==> src/rtl/core/fdp_pkg.sv <==
package fdp_pkg;

   localparam int EXP_W     = 12;
   localparam int MANT_W    = 61;
   localparam int SUM_W     = 62;
   localparam int PROD_W    = 48;
   localparam int QDEPTH    = 4;
   localparam int QPTR_W    = $clog2(QDEPTH);
   localparam int QCNT_W    = $clog2(QDEPTH + 1);
   localparam int RSP_DEPTH = 2;
   localparam int RSP_PTR_W = $clog2(RSP_DEPTH);
   localparam int RSP_CNT_W = $clog2(RSP_DEPTH + 1);

   localparam logic [31:0] QNAN_BITS = 32'h7FC0_0000;
   localparam logic [31:0] INF_BITS  = 32'h7F80_0000;
   localparam logic [31:0] ZERO_BITS = 32'h0000_0000;

   typedef logic signed [EXP_W-1:0] exp_type;

   typedef struct packed {
      logic        nan;
      logic        inf;
      logic        zero;
   } class_type;

   typedef struct packed {
      logic [23:0] mant;
      exp_type     exp;
   } unpacked_type;

   // exact product, normalized so that bit MANT_W-1 is set
   typedef struct packed {
      logic              last;
      logic              nan;
      logic              inf;
      logic              zero;
      logic              sign;
      logic [MANT_W-1:0] mant;
      exp_type           exp;
   } prod_type;

   function automatic class_type classify(input logic [31:0] x);
      class_type c;
      c.nan  = (x[30:23] == 8'hFF) && (x[22:0] != 23'd0);
      c.inf  = (x[30:23] == 8'hFF) && (x[22:0] == 23'd0);
      c.zero = (x[30:23] == 8'h00) && (x[22:0] == 23'd0);
      return c;
   endfunction

   // value = mant * 2^exp
   function automatic unpacked_type unpack(input logic [31:0] x);
      unpacked_type u;
      if (x[30:23] == 8'h00) begin
         u.mant = {1'b0, x[22:0]};
         u.exp  = exp_type'(-149);
      end else begin
         u.mant = {1'b1, x[22:0]};
         u.exp  = exp_type'({4'b0, x[30:23]}) - exp_type'(150);
      end
      return u;
   endfunction

   function automatic logic [5:0] msb_pos(input logic [63:0] v);
      logic [5:0] p;
      p = 6'd0;
      for (int i = 0; i < 64; i++) begin
         if (v[i]) begin
            p = 6'(i);
         end
      end
      return p;
   endfunction

endpackage

==> src/rtl/core/fdp_front.sv <==
module fdp_front import fdp_pkg::*; (
   input  logic        clock,
   input  logic        reset,
   input  logic        in_valid,
   input  logic [31:0] in_a,
   input  logic [31:0] in_b,
   input  logic        in_last,
   output logic [1:0]  inflight,
   output logic        q_push,
   output prod_type    q_wdata
);

   logic        s1_v_ff;
   logic [31:0] s1_a_ff;
   logic [31:0] s1_b_ff;
   logic        s1_last_ff;

   logic              s2_v_ff;
   logic [PROD_W-1:0] s2_mp_ff;
   exp_type           s2_ep_ff;
   logic              s2_sign_ff;
   class_type         s2_cls_ff;
   logic              s2_last_ff;

   class_type    ca, cb, pcls_in;
   unpacked_type ua, ub;
   logic [5:0]   k;

   always_comb begin
      ca = classify(s1_a_ff);
      cb = classify(s1_b_ff);
      ua = unpack(s1_a_ff);
      ub = unpack(s1_b_ff);
      pcls_in.nan  = ca.nan | cb.nan | (ca.inf & cb.zero) | (cb.inf & ca.zero);
      pcls_in.inf  = (ca.inf | cb.inf) & ~pcls_in.nan;
      pcls_in.zero = (ca.zero | cb.zero) & ~pcls_in.nan & ~pcls_in.inf;
   end

   always_ff @(posedge clock) begin
      if (reset) begin
         s1_v_ff <= 1'b0;
         s2_v_ff <= 1'b0;
      end else begin
         s1_v_ff <= in_valid;
         s2_v_ff <= s1_v_ff;
      end
      s1_a_ff    <= in_a;
      s1_b_ff    <= in_b;
      s1_last_ff <= in_last;
      s2_mp_ff   <= ua.mant * ub.mant;
      s2_ep_ff   <= ua.exp + ub.exp;
      s2_sign_ff <= s1_a_ff[31] ^ s1_b_ff[31];
      s2_cls_ff  <= pcls_in;
      s2_last_ff <= s1_last_ff;
   end

   // normalize the product so its leading one sits at bit 60
   always_comb begin
      k = msb_pos({16'b0, s2_mp_ff});
      q_wdata.last = s2_last_ff;
      q_wdata.nan  = s2_cls_ff.nan;
      q_wdata.inf  = s2_cls_ff.inf;
      q_wdata.zero = s2_cls_ff.zero;
      q_wdata.sign = s2_sign_ff;
      q_wdata.mant = {13'b0, s2_mp_ff} << (6'd60 - k);
      q_wdata.exp  = s2_ep_ff + exp_type'({6'b0, k});
   end

   assign q_push   = s2_v_ff;
   assign inflight = {1'b0, s1_v_ff} + {1'b0, s2_v_ff};

endmodule

==> src/rtl/core/fdp_queue.sv <==
module fdp_queue import fdp_pkg::*; (
   input  logic              clock,
   input  logic              reset,
   input  logic              push,
   input  prod_type          wdata,
   input  logic              pop,
   output prod_type          rdata,
   output logic              q_empty,
   output logic [QCNT_W-1:0] count
);

   prod_type          mem_ff [QDEPTH];
   logic [QPTR_W-1:0] wr_ptr_ff;
   logic [QPTR_W-1:0] rd_ptr_ff;
   logic [QCNT_W-1:0] count_ff;

   always_ff @(posedge clock) begin
      if (reset) begin
         wr_ptr_ff <= '0;
         rd_ptr_ff <= '0;
         count_ff  <= '0;
      end else begin
         if (push) begin
            wr_ptr_ff <= wr_ptr_ff + 1'b1;
         end
         if (pop) begin
            rd_ptr_ff <= rd_ptr_ff + 1'b1;
         end
         count_ff <= count_ff + QCNT_W'(push) - QCNT_W'(pop);
      end
      if (push) begin
         mem_ff[wr_ptr_ff] <= wdata;
      end
   end

   assign rdata   = mem_ff[rd_ptr_ff];
   assign q_empty = (count_ff == '0);
   assign count   = count_ff;

`ifndef ASSERT_OFF
   a_no_overflow: assert property (@(posedge clock) disable iff (reset)
      !(push && !pop && count_ff == QCNT_W'(QDEPTH)))
      else $error("request queue overflow");
   a_no_underflow: assert property (@(posedge clock) disable iff (reset)
      pop |-> count_ff != '0)
      else $error("request queue underflow");
   a_count_bound: assert property (@(posedge clock) disable iff (reset)
      count_ff <= QCNT_W'(QDEPTH))
      else $error("request queue count out of range");
`endif

endmodule

==> src/rtl/core/fdp_back.sv <==
module fdp_back import fdp_pkg::*; (
   input  logic        clock,
   input  logic        reset,
   input  logic        q_empty,
   input  prod_type    q_rdata,
   output logic        q_pop,
   input  logic        rsp_pop,
   output logic        rsp_empty,
   output logic [31:0] rsp_sum
);

   localparam logic [2:0] ST_IDLE  = 3'd0;
   localparam logic [2:0] ST_SWAP  = 3'd1;
   localparam logic [2:0] ST_ADD   = 3'd2;
   localparam logic [2:0] ST_NORM  = 3'd3;
   localparam logic [2:0] ST_ROUND = 3'd4;

   logic [2:0]        state_ff, state_in;
   logic [31:0]       sum_ff, sum_in;
   prod_type          item_ff;

   logic [MANT_W-1:0] big_m_ff, big_m_in, small_m_ff, small_m_in;
   exp_type           big_e_ff, big_e_in, small_e_ff, small_e_in;
   logic              big_s_ff, big_s_in, small_s_ff, small_s_in;
   logic              spec_v_ff, spec_v_in;
   logic [31:0]       spec_bits_ff, spec_bits_in;

   logic [SUM_W-1:0]  r_ff, r_in;
   logic [SUM_W-1:0]  rn_ff, rn_in;
   exp_type           top_ff, top_in;
   logic              zero_ff, zero_in;

   logic [31:0]          rb_ff [RSP_DEPTH];
   logic [RSP_PTR_W-1:0] rb_wr_ff, rb_rd_ff;
   logic [RSP_CNT_W-1:0] rb_cnt_ff;
   logic                 rb_push, rb_pop;

   class_type         cc;
   unpacked_type      uc;
   logic [5:0]        kc;
   logic [MANT_W-1:0] my;
   exp_type           ey;
   logic              swap;

   exp_type           d;
   logic [5:0]        sh;
   logic [MANT_W-1:0] ys;

   logic [5:0]        p;

   exp_type           diff, lsb_e, lsb2;
   logic [5:0]        extra;
   logic [SUM_W-1:0]  t;
   logic              sticky_x, guard, rest, up;
   logic [23:0]       q, qf;
   logic [24:0]       q2;
   exp_type           biased;
   logic [31:0]       packed_bits, result;

   // special operands and alignment order against the running sum
   always_comb begin
      cc = classify(sum_ff);
      uc = unpack(sum_ff);
      kc = msb_pos({40'b0, uc.mant});
      my = {37'b0, uc.mant} << (6'd60 - kc);
      ey = uc.exp + exp_type'({6'b0, kc});

      spec_v_in    = 1'b1;
      spec_bits_in = QNAN_BITS;
      if (item_ff.nan || cc.nan) begin
         spec_bits_in = QNAN_BITS;
      end else if (item_ff.inf) begin
         if (cc.inf && (sum_ff[31] != item_ff.sign)) begin
            spec_bits_in = QNAN_BITS;
         end else begin
            spec_bits_in = {item_ff.sign, INF_BITS[30:0]};
         end
      end else if (cc.inf) begin
         spec_bits_in = sum_ff;
      end else if (item_ff.zero) begin
         spec_bits_in = cc.zero ? {item_ff.sign & sum_ff[31], 31'b0} : sum_ff;
      end else begin
         spec_v_in = 1'b0;
      end

      swap = !cc.zero && ((ey > item_ff.exp) || ((ey == item_ff.exp) && (my > item_ff.mant)));
      if (swap) begin
         big_m_in   = my;
         big_e_in   = ey;
         big_s_in   = sum_ff[31];
         small_m_in = item_ff.mant;
         small_e_in = item_ff.exp;
         small_s_in = item_ff.sign;
      end else begin
         big_m_in   = item_ff.mant;
         big_e_in   = item_ff.exp;
         big_s_in   = item_ff.sign;
         small_m_in = cc.zero ? '0 : my;
         small_e_in = cc.zero ? item_ff.exp : ey;
         small_s_in = sum_ff[31];
      end
   end

   // align with sticky, then add or subtract
   always_comb begin
      d  = big_e_ff - small_e_ff;
      sh = d[5:0];
      if (d > exp_type'(62)) begin
         ys = {{(MANT_W-1){1'b0}}, |small_m_ff};
      end else begin
         ys = small_m_ff >> sh;
         ys[0] = ys[0] | ((ys << sh) != small_m_ff);
      end
      if (big_s_ff == small_s_ff) begin
         r_in = {1'b0, big_m_ff} + {1'b0, ys};
      end else begin
         r_in = {1'b0, big_m_ff} - {1'b0, ys};
      end
   end

   always_comb begin
      p       = msb_pos({2'b0, r_ff});
      rn_in   = r_ff << (6'd61 - p);
      top_in  = big_e_ff + exp_type'({6'b0, p}) - exp_type'(60);
      zero_in = (r_ff == '0);
   end

   // round to nearest even, subnormal results share the -149 lsb
   always_comb begin
      diff = exp_type'(-126) - top_ff;
      if (top_ff >= exp_type'(-126)) begin
         extra = 6'd0;
         lsb_e = top_ff - exp_type'(23);
      end else begin
         extra = (diff > exp_type'(63)) ? 6'd63 : diff[5:0];
         lsb_e = exp_type'(-149);
      end
      t        = rn_ff >> extra;
      sticky_x = (t << extra) != rn_ff;
      q        = t[61:38];
      guard    = t[37];
      rest     = (|t[36:0]) | sticky_x;
      up       = guard & (rest | q[0]);
      q2       = {1'b0, q} + {24'b0, up};
      if (q2[24]) begin
         qf   = q2[24:1];
         lsb2 = lsb_e + exp_type'(1);
      end else begin
         qf   = q2[23:0];
         lsb2 = lsb_e;
      end
      biased = lsb2 + exp_type'(150);
      if (qf[23]) begin
         if (biased >= exp_type'(255)) begin
            packed_bits = {big_s_ff, INF_BITS[30:0]};
         end else begin
            packed_bits = {big_s_ff, biased[7:0], qf[22:0]};
         end
      end else begin
         packed_bits = {big_s_ff, 8'b0, qf[22:0]};
      end
      if (spec_v_ff) begin
         result = spec_bits_ff;
      end else if (zero_ff) begin
         result = ZERO_BITS;
      end else begin
         result = packed_bits;
      end
   end

   assign rb_push = (state_ff == ST_ROUND) && item_ff.last;
   assign rb_pop  = rsp_pop && (rb_cnt_ff != '0);
   assign q_pop   = (state_ff inside {ST_IDLE, ST_ROUND}) && !q_empty &&
                    ((rb_cnt_ff + RSP_CNT_W'(rb_push)) < RSP_CNT_W'(RSP_DEPTH));

   always_comb begin
      sum_in   = sum_ff;
      state_in = state_ff;
      case (state_ff)
         ST_IDLE:  state_in = q_pop ? ST_SWAP : ST_IDLE;
         ST_SWAP:  state_in = ST_ADD;
         ST_ADD:   state_in = ST_NORM;
         ST_NORM:  state_in = ST_ROUND;
         ST_ROUND: begin
            sum_in   = item_ff.last ? ZERO_BITS : result;
            state_in = q_pop ? ST_SWAP : ST_IDLE;
         end
         default:  state_in = ST_IDLE;
      endcase
   end

   always_ff @(posedge clock) begin
      if (reset) begin
         state_ff  <= ST_IDLE;
         sum_ff    <= ZERO_BITS;
         rb_wr_ff  <= '0;
         rb_rd_ff  <= '0;
         rb_cnt_ff <= '0;
      end else begin
         state_ff <= state_in;
         sum_ff   <= sum_in;
         if (rb_push) begin
            rb_wr_ff <= rb_wr_ff + 1'b1;
         end
         if (rb_pop) begin
            rb_rd_ff <= rb_rd_ff + 1'b1;
         end
         rb_cnt_ff <= rb_cnt_ff + RSP_CNT_W'(rb_push) - RSP_CNT_W'(rb_pop);
      end
      if (q_pop) begin
         item_ff <= q_rdata;
      end
      if (state_ff == ST_SWAP) begin
         big_m_ff     <= big_m_in;
         big_e_ff     <= big_e_in;
         big_s_ff     <= big_s_in;
         small_m_ff   <= small_m_in;
         small_e_ff   <= small_e_in;
         small_s_ff   <= small_s_in;
         spec_v_ff    <= spec_v_in;
         spec_bits_ff <= spec_bits_in;
      end
      if (state_ff == ST_ADD) begin
         r_ff <= r_in;
      end
      if (state_ff == ST_NORM) begin
         rn_ff   <= rn_in;
         top_ff  <= top_in;
         zero_ff <= zero_in;
      end
      if (rb_push) begin
         rb_ff[rb_wr_ff] <= result;
      end
   end

   assign rsp_empty = (rb_cnt_ff == '0);
   assign rsp_sum   = rb_ff[rb_rd_ff];

`ifndef ASSERT_OFF
   a_pop_when_free: assert property (@(posedge clock) disable iff (reset)
      q_pop |-> (state_ff == ST_IDLE || state_ff == ST_ROUND))
      else $error("request taken while an update is in progress");
   a_rsp_bound: assert property (@(posedge clock) disable iff (reset)
      rb_cnt_ff <= RSP_CNT_W'(RSP_DEPTH))
      else $error("result buffer count out of range");
   a_no_rsp_overflow: assert property (@(posedge clock) disable iff (reset)
      !(rb_push && !rb_pop && rb_cnt_ff == RSP_CNT_W'(RSP_DEPTH)))
      else $error("result buffer overflow");
   a_clear_after_last: assert property (@(posedge clock) disable iff (reset)
      (state_ff == ST_ROUND && item_ff.last) |=> sum_ff == ZERO_BITS)
      else $error("running sum not cleared after last element");
`endif

endmodule

==> src/rtl/core/float_dot_product.sv <==
// A request passes the multiplier stages and the request queue, then the running-sum update;
// the sum after a request marked last is written to the result buffer. The running-sum update (swap,
// align/add, normalize, round) is a 4-step loop that each request must finish before the next.
// Requests are buffered in a 4-entry queue; results in a 2-entry buffer.
// Reset (synchronous): empties both queues and sets the running sum to +0.0.
module float_dot_product import fdp_pkg::*; (
   input  logic        clock,
   input  logic        reset,
   input  logic        push,
   output logic        full,
   input  logic [31:0] req_a_bits,
   input  logic [31:0] req_b_bits,
   input  logic        req_last_element,
   output logic        empty,
   input  logic        pop,
   output logic [31:0] rsp_sum_bits
);

   logic              accept;
   logic [1:0]        inflight;
   logic              q_push, q_pop, q_empty;
   prod_type          q_wdata, q_rdata;
   logic [QCNT_W-1:0] q_count;
   logic [QCNT_W:0]   occupancy;

   // count requests in the multiplier stages against queue space
   assign occupancy = {1'b0, q_count} + (QCNT_W+1)'(inflight);
   assign full      = occupancy >= (QCNT_W+1)'(QDEPTH);
   assign accept    = push && !full;

   fdp_front u_front (
      .clock    (clock),
      .reset    (reset),
      .in_valid (accept),
      .in_a     (req_a_bits),
      .in_b     (req_b_bits),
      .in_last  (req_last_element),
      .inflight (inflight),
      .q_push   (q_push),
      .q_wdata  (q_wdata)
   );

   fdp_queue u_queue (
      .clock   (clock),
      .reset   (reset),
      .push    (q_push),
      .wdata   (q_wdata),
      .pop     (q_pop),
      .rdata   (q_rdata),
      .q_empty (q_empty),
      .count   (q_count)
   );

   fdp_back u_back (
      .clock     (clock),
      .reset     (reset),
      .q_empty   (q_empty),
      .q_rdata   (q_rdata),
      .q_pop     (q_pop),
      .rsp_pop   (pop),
      .rsp_empty (empty),
      .rsp_sum   (rsp_sum_bits)
   );

endmodule
==> config.mk <==
export PLATFORM = sky130hd
export DESIGN_NAME = float_dot_product
export DESIGN_NICKNAME = d
export VERILOG_FILES = /design/src/rtl/core/fdp_pkg.sv /design/src/rtl/core/fdp_front.sv /design/src/rtl/core/fdp_queue.sv /design/src/rtl/core/fdp_back.sv /design/src/rtl/core/float_dot_product.sv
export SDC_FILE = /design/constraint.sdc
export NUM_CORES = 2
export LEC_CHECK = 0
export BUFFER_PORTS_ARGS = -buffer_cell sky130_fd_sc_hd__clkbuf_2
export CAP_MARGIN = 20
export CELL_PAD_IN_SITES_DETAIL_PLACEMENT = 1
export CELL_PAD_IN_SITES_GLOBAL_PLACEMENT = 2
export CORE_AREA = 2 2 338 591
export CTS_CLUSTER_DIAMETER = 80
export CTS_CLUSTER_SIZE = 25
export DETAILED_ROUTE_END_ITERATION = 12
export DIE_AREA = 0 0 340 593
export PLACE_DENSITY_LB_ADDON = 0.2
export SETUP_SLACK_MARGIN = 0.3
export SLEW_MARGIN = 20
export SYNTH_ARGS = -nofsm -noshare
export SYNTH_HDL_FRONTEND = slang
export SYNTH_SLANG_ARGS = --single-unit
==> constraint.sdc <==
create_clock -name clock -period 25.1 [get_ports clock]
set_input_delay 1.255 -clock clock [delete_from_list [all_inputs] [get_ports clock]]
set_output_delay 1.255 -clock clock [all_outputs]
set_load 0.01 [all_outputs]
==> results.md, run 1 <==
* Cells after synthesis at 9788
* Synth Warn # at 0
* Post-synth EDFFs at 772
* Die Y at 593 um
* Syn Std Cell Area at 90100 um2
* Die X at 340 um
* CTS max path bufs at 3
* Num CTS Buffers at 48
* Port Buffers at ~100
* Yosys reg bits at 951
* Rows at approximately 220
* Initial Utilization at a little under half
* Error: [ERROR GRT-0116] Global routing finished with congestion. Check the congestion regions in the DRC Viewer.
* Post-CTS Resized at 0
* DP Wirelength at 418000 um
* Aggregate global-route resource usage at approximately two thirds
* CTS root buffer: clkbuf_16
* GP Congestion at 1.22
* First-pass GRT wire length at 974000 um
* Outcome: aborted with a tool error
* CTS H-tree lvls at 2
* Number of global-route vias before repair at 109000
* Largest net degree at the start of global routing at 95
* Syn Area/Cell at 9.21 um2
* Yosys cell types at 124
* Post-CTS Setup Bufs at 0
* Asr flop ratio synth at 0%
* Hold buffer count at cts at 0
* CTS sink count at around 950
* Dpl ws at 10.46 ns
* Global route total overflow at between 1000 and 1500
* Last flow stage reached: global routing (5_1_grt)
* Main synth FF type: edfxtp_1
* Post-synthesis sequential area ratio at 29.7%
* I/O pin cnt at 103
## metrics by stage
step | instance area [um2] | util [%] | hold WS [ns] | cells
floorplan | 90300 | - | 0.310 | 9834
global placement | 94900 | 48.2 | 0.312 | 12300
detailed placement | 94900 | 48.2 | 0.313 | 12300
CTS | 96500 | 49.0 | 0.385 | 12400
## Yosys cell counts (260+ instances only)
library cell,count,area (um2)
a21oi_1,554,2770
and2_1,277,1730
clkbuf_1,439,1650
edfxtp_1,772,23200
fa_1,488,9770
ha_1,376,4700
inv_1,742,2790
mux2i_1,471,4710
nand2_1,1107,4160
nand3_1,260,1300
nor2_1,743,2790
nor3_1,291,1460
o21ai_0,471,2360
## per-layer routing
metal  GRT usage [%]  GRT overflow
met1            62.2             2
met5            15.2             4
met2            91.8           660
met4            72.7           374
met3            44.2            20
## cell families after synthesis
| family | after synthesis | share of synthesized area [%] |
|---|---|---|
| adders and majority gates | 864 | 16.1 |
| muxes | 796 | 11.9 |
| DFF | 951 | 29.7 |
| AOI/OAI and AO/OA | 2379 | 17.6 |
| buffers and inverters | 1381 | 5.99 |
| and+or+nand+nor | 3193 | 16.5 |
| other | 2 | 0.00833 |
| xor gates and xnor gates | 222 | 2.17 |
==> inputs of run 2 (changes only) <==
--- a/config.mk
+++ b/config.mk
@@ -7,15 +7,10 @@
 export LEC_CHECK = 0
 export BUFFER_PORTS_ARGS = -buffer_cell sky130_fd_sc_hd__clkbuf_2
 export CAP_MARGIN = 20
-export CELL_PAD_IN_SITES_DETAIL_PLACEMENT = 1
-export CELL_PAD_IN_SITES_GLOBAL_PLACEMENT = 2
-export CORE_AREA = 2 2 338 591
-export CTS_CLUSTER_DIAMETER = 80
-export CTS_CLUSTER_SIZE = 25
+export CORE_AREA = 2 2 478 480
 export DETAILED_ROUTE_END_ITERATION = 12
-export DIE_AREA = 0 0 340 593
-export PLACE_DENSITY_LB_ADDON = 0.2
-export SETUP_SLACK_MARGIN = 0.3
+export DIE_AREA = 0 0 480 482
+export PLACE_DENSITY_LB_ADDON = 0.15
 export SLEW_MARGIN = 20
 export SYNTH_ARGS = -nofsm -noshare
 export SYNTH_HDL_FRONTEND = slang
==> run 2 against run 1 <==
The run now ends clean; area after synthesis unchanged; synthesized cell count unchanged.
==> results.md, run 2 <==
* Min cycle time layout at around 14 ns
* Post-synth top area share at 25.7%
* Drt pass-1 iters at 8
* R2R setup slack at 10.84 ns
* Crit path max fanout at between 50 and 60
* Final hold vios at 0
* WP data arrival at 14.75 ns
* Num CTS Buffers at 106
* Dpl ws at ~11 ns
* Largest Register: u_queue.mem_ff
* Rows at between 150 and 200
* Unrepaired setup endpoints after global routing: no
* R2R Path Start: u_back.big_e_ff[0]
* Final Slew Violations at 0
* Adder-cell share of the synthesized area at 16.1%
* Area delta synth->final at 9.05%
* Min-Delay Path Depth at 0
* Yosys cell types at 124
* Post-synth top cells: nand2_1 (1107), edfxtp_1 (772), nor2_1 (743)
* Syn Std Cell Area at 90100 um2
* Fin nets at roughly 11000
* Aggregate global-route resource usage at 37.7%
* Most frequent cells in the layout: nand2_1 (1106), edfxtp_1 (772), inv_1 (742), nor2_1 (733), a21oi_1 (549)
* Cells after synthesis at between 9000 and 10000
* FF-to-FF End: u_back.r_ff[61]
* Core area at 226000 um2
* Port Buffers at about 100
* Skew final at 0.0923 ns
* Total number of vias at 83400
* Max stage delay cell, worst path: fa_4
* Slowest stage delay, CP at 1.30 ns
* GP Congestion at 1.06
* Syn Area/Cell at 9.21 um2
* CTS H-tree lvls at 3
* DR iter-0 viols at 9846
* Max Cap Viol at 0
* CTS sink count at 951
* Max-slew headroom at under 10%
* Post-CTS Resized at 0
* Largest net degree at the start of global routing at approximately 130
* Clk_lat worst skew at 0.83 ns
* Die X at 480 um
* Hold endpoint: u_front.s2_last_ff
* CTS root buffer: clkbuf_16
* Synth Area in Simple Gates at 16.5%
* Avg WL per Cell at 34.9 um
* DP Wirelength at about 350000 um
* Kind of start point of the critical path: flop
* Ratio of cells with drive above 1 in the final layout at 10.8%
* Kind of critical path: reg2reg
* Worst R2R Path Depth at 46
* Die Area at 231000 um2
* Initial antenna violation count at 35
* Post-synth EDFFs at 772
* Post-synthesis sequential area ratio at just under 30%
* Asr flop ratio synth at 0%
* Multiplexer share of the synthesized area at 11.9%
* Worst Setup End Kind: flop
* Synth Warn # at 0
* Post-CTS Setup Bufs at 0
* Worst-Margin Slew at around 1.4 ns
* Hold buffer count at cts at 0
* Most common cell after layout, fill and taps aside: nand2_1
* Main combinational cell family by area after synthesis: compound AO/OA/AOI/OAI gates
* Number of fillers in the final layout at between 20000 and 25000
* Outcome: finished, final reports clean
* Fmax achieved at roughly 70 MHz
* Period utilization at 56.8%
* CTS max path bufs at 3
* Main synth FF type: edfxtp_1
* Remaining DRCs at 0
* Post-synthesis xor/xnor area fraction at 2.17%
* Clk pin slew, worst setup/hold paths at 0.07 ns
* Required time of the worst setup path at approximately 26 ns
* Fin Setup TNS at 0 ns
* Post-route ant nets at 0
* I/O pin cnt at 103
* Largest area contributor in the netlist: edfxtp_1
* Worst Min Path Start: u_front.s1_last_ff
* CTS tree: yes
* Most common cell in the netlist: nand2_1
* DR vias/cell at 6.52
* First-pass GRT wire length at 622000 um
* Yosys reg bits at 951
* Die Y at around 480 um
* Top cell by count, worst path: o21ai_0
* Initial Utilization at 39.8%
* Global route total overflow at 0
* Largest regs: u_queue.mem_ff: 312 flops, u_back.item_ff: 78 flops, u_back.rb_ff: 64 flops
* Synth Area in Compound Gates at 17.6%
* Worst setup margin at 10.84 ns
* Final setup fails at 0
* Drt total wl at roughly 450000 um
* Hold Path Class: reg2reg
* Number of global-route vias before repair at 80400
* Ranking of synthesized cells by area: edfxtp_1 (26%), fa_1 (11%), mux4_2 (5.3%)
* Max FFs per register at ~310
run 2: worst max-delay path: cells and delay by family (launching register included):
kind	cells	cell delay [ns]
AO/OA/AOI/OAI	24	7.09
XOR/XNOR	1	0.10
adder cells (fa/ha/maj)	4	2.08
buffers and inverters	5	1.10
flip-flops	1	0.40
AND/OR/NAND/NOR	12	3.14
run 2: how the worst max path moves through the flow:
stage | start | end | slack [ns]
final | u_back.big_e_ff[0] | u_back.r_ff[61] | 10.84
after global placement | u_back.big_e_ff[0] | u_back.r_ff[61] | 11.22
after floorplan | u_back.state_ff[0] | u_back.big_e_ff[0] | 10.60
after detailed placement | u_back.big_e_ff[0] | u_back.r_ff[61] | 11.39
after CTS | u_back.big_e_ff[0] | u_back.r_ff[61] | 11.35
after global routing | u_back.big_e_ff[0] | u_back.r_ff[61] | 10.23
run 2: cell families (layout without fill, tap and decap cells):
group,after synthesis,after routing
muxes,796,796
DFF,951,951
AOI/OAI and AO/OA,2379,2379
other,2,68
and+or+nand+nor,3193,3193
xor gates and xnor gates,222,222
buffers and inverters,1381,1309
adders and majority gates,864,864
run 2: final cells by class:
class / count / area [um2] / share of cell area (%)
clock buffers: 138 / 2860 / 2.91
clock inverters: 62 / 827 / 0.841
multi-input cells: 7502 / 58700 / 59.7
flip-flops and latches: 951 / 26800 / 27.3
diodes: 20 / 50.0 / 0.0509
well taps: 3009 / 3760 / 3.83
inverters: 749 / 2810 / 2.86
repair buffers: 360 / 2480 / 2.53
run 2: metal layers:
layer / vias up / global-route usage [%] / wire [um]
li1: 35500 / - / -
met1: 41800 / 45.4 / 167000
met2: 4681 / 60.6 / 203000
met3: 1350 / 7.31 / 37100
met4: 10 / 27.0 / 39200
met5: - / 0 / 71
run 2: metrics by stage:
stage | cells | cell area, um2 | utilization, % | hold WS [ns]
2_1_floorplan | 9834 | 90300 | - | 0.310
3_3_place_gp | 12600 | 94500 | 41.7 | 0.319
3_5_place_dp | 12600 | 94500 | 41.7 | 0.321
4_1_cts | 12800 | 98200 | 43.4 | 0.336
5_1_grt | 12800 | 98300 | 43.4 | 0.339
6_report | 12800 | 98300 | 43.4 | 0.331
Power of run 2 is left out: the tool's default activity adds up to more than one toggle a clock period on the data nets, which glitch-free logic cannot reach.
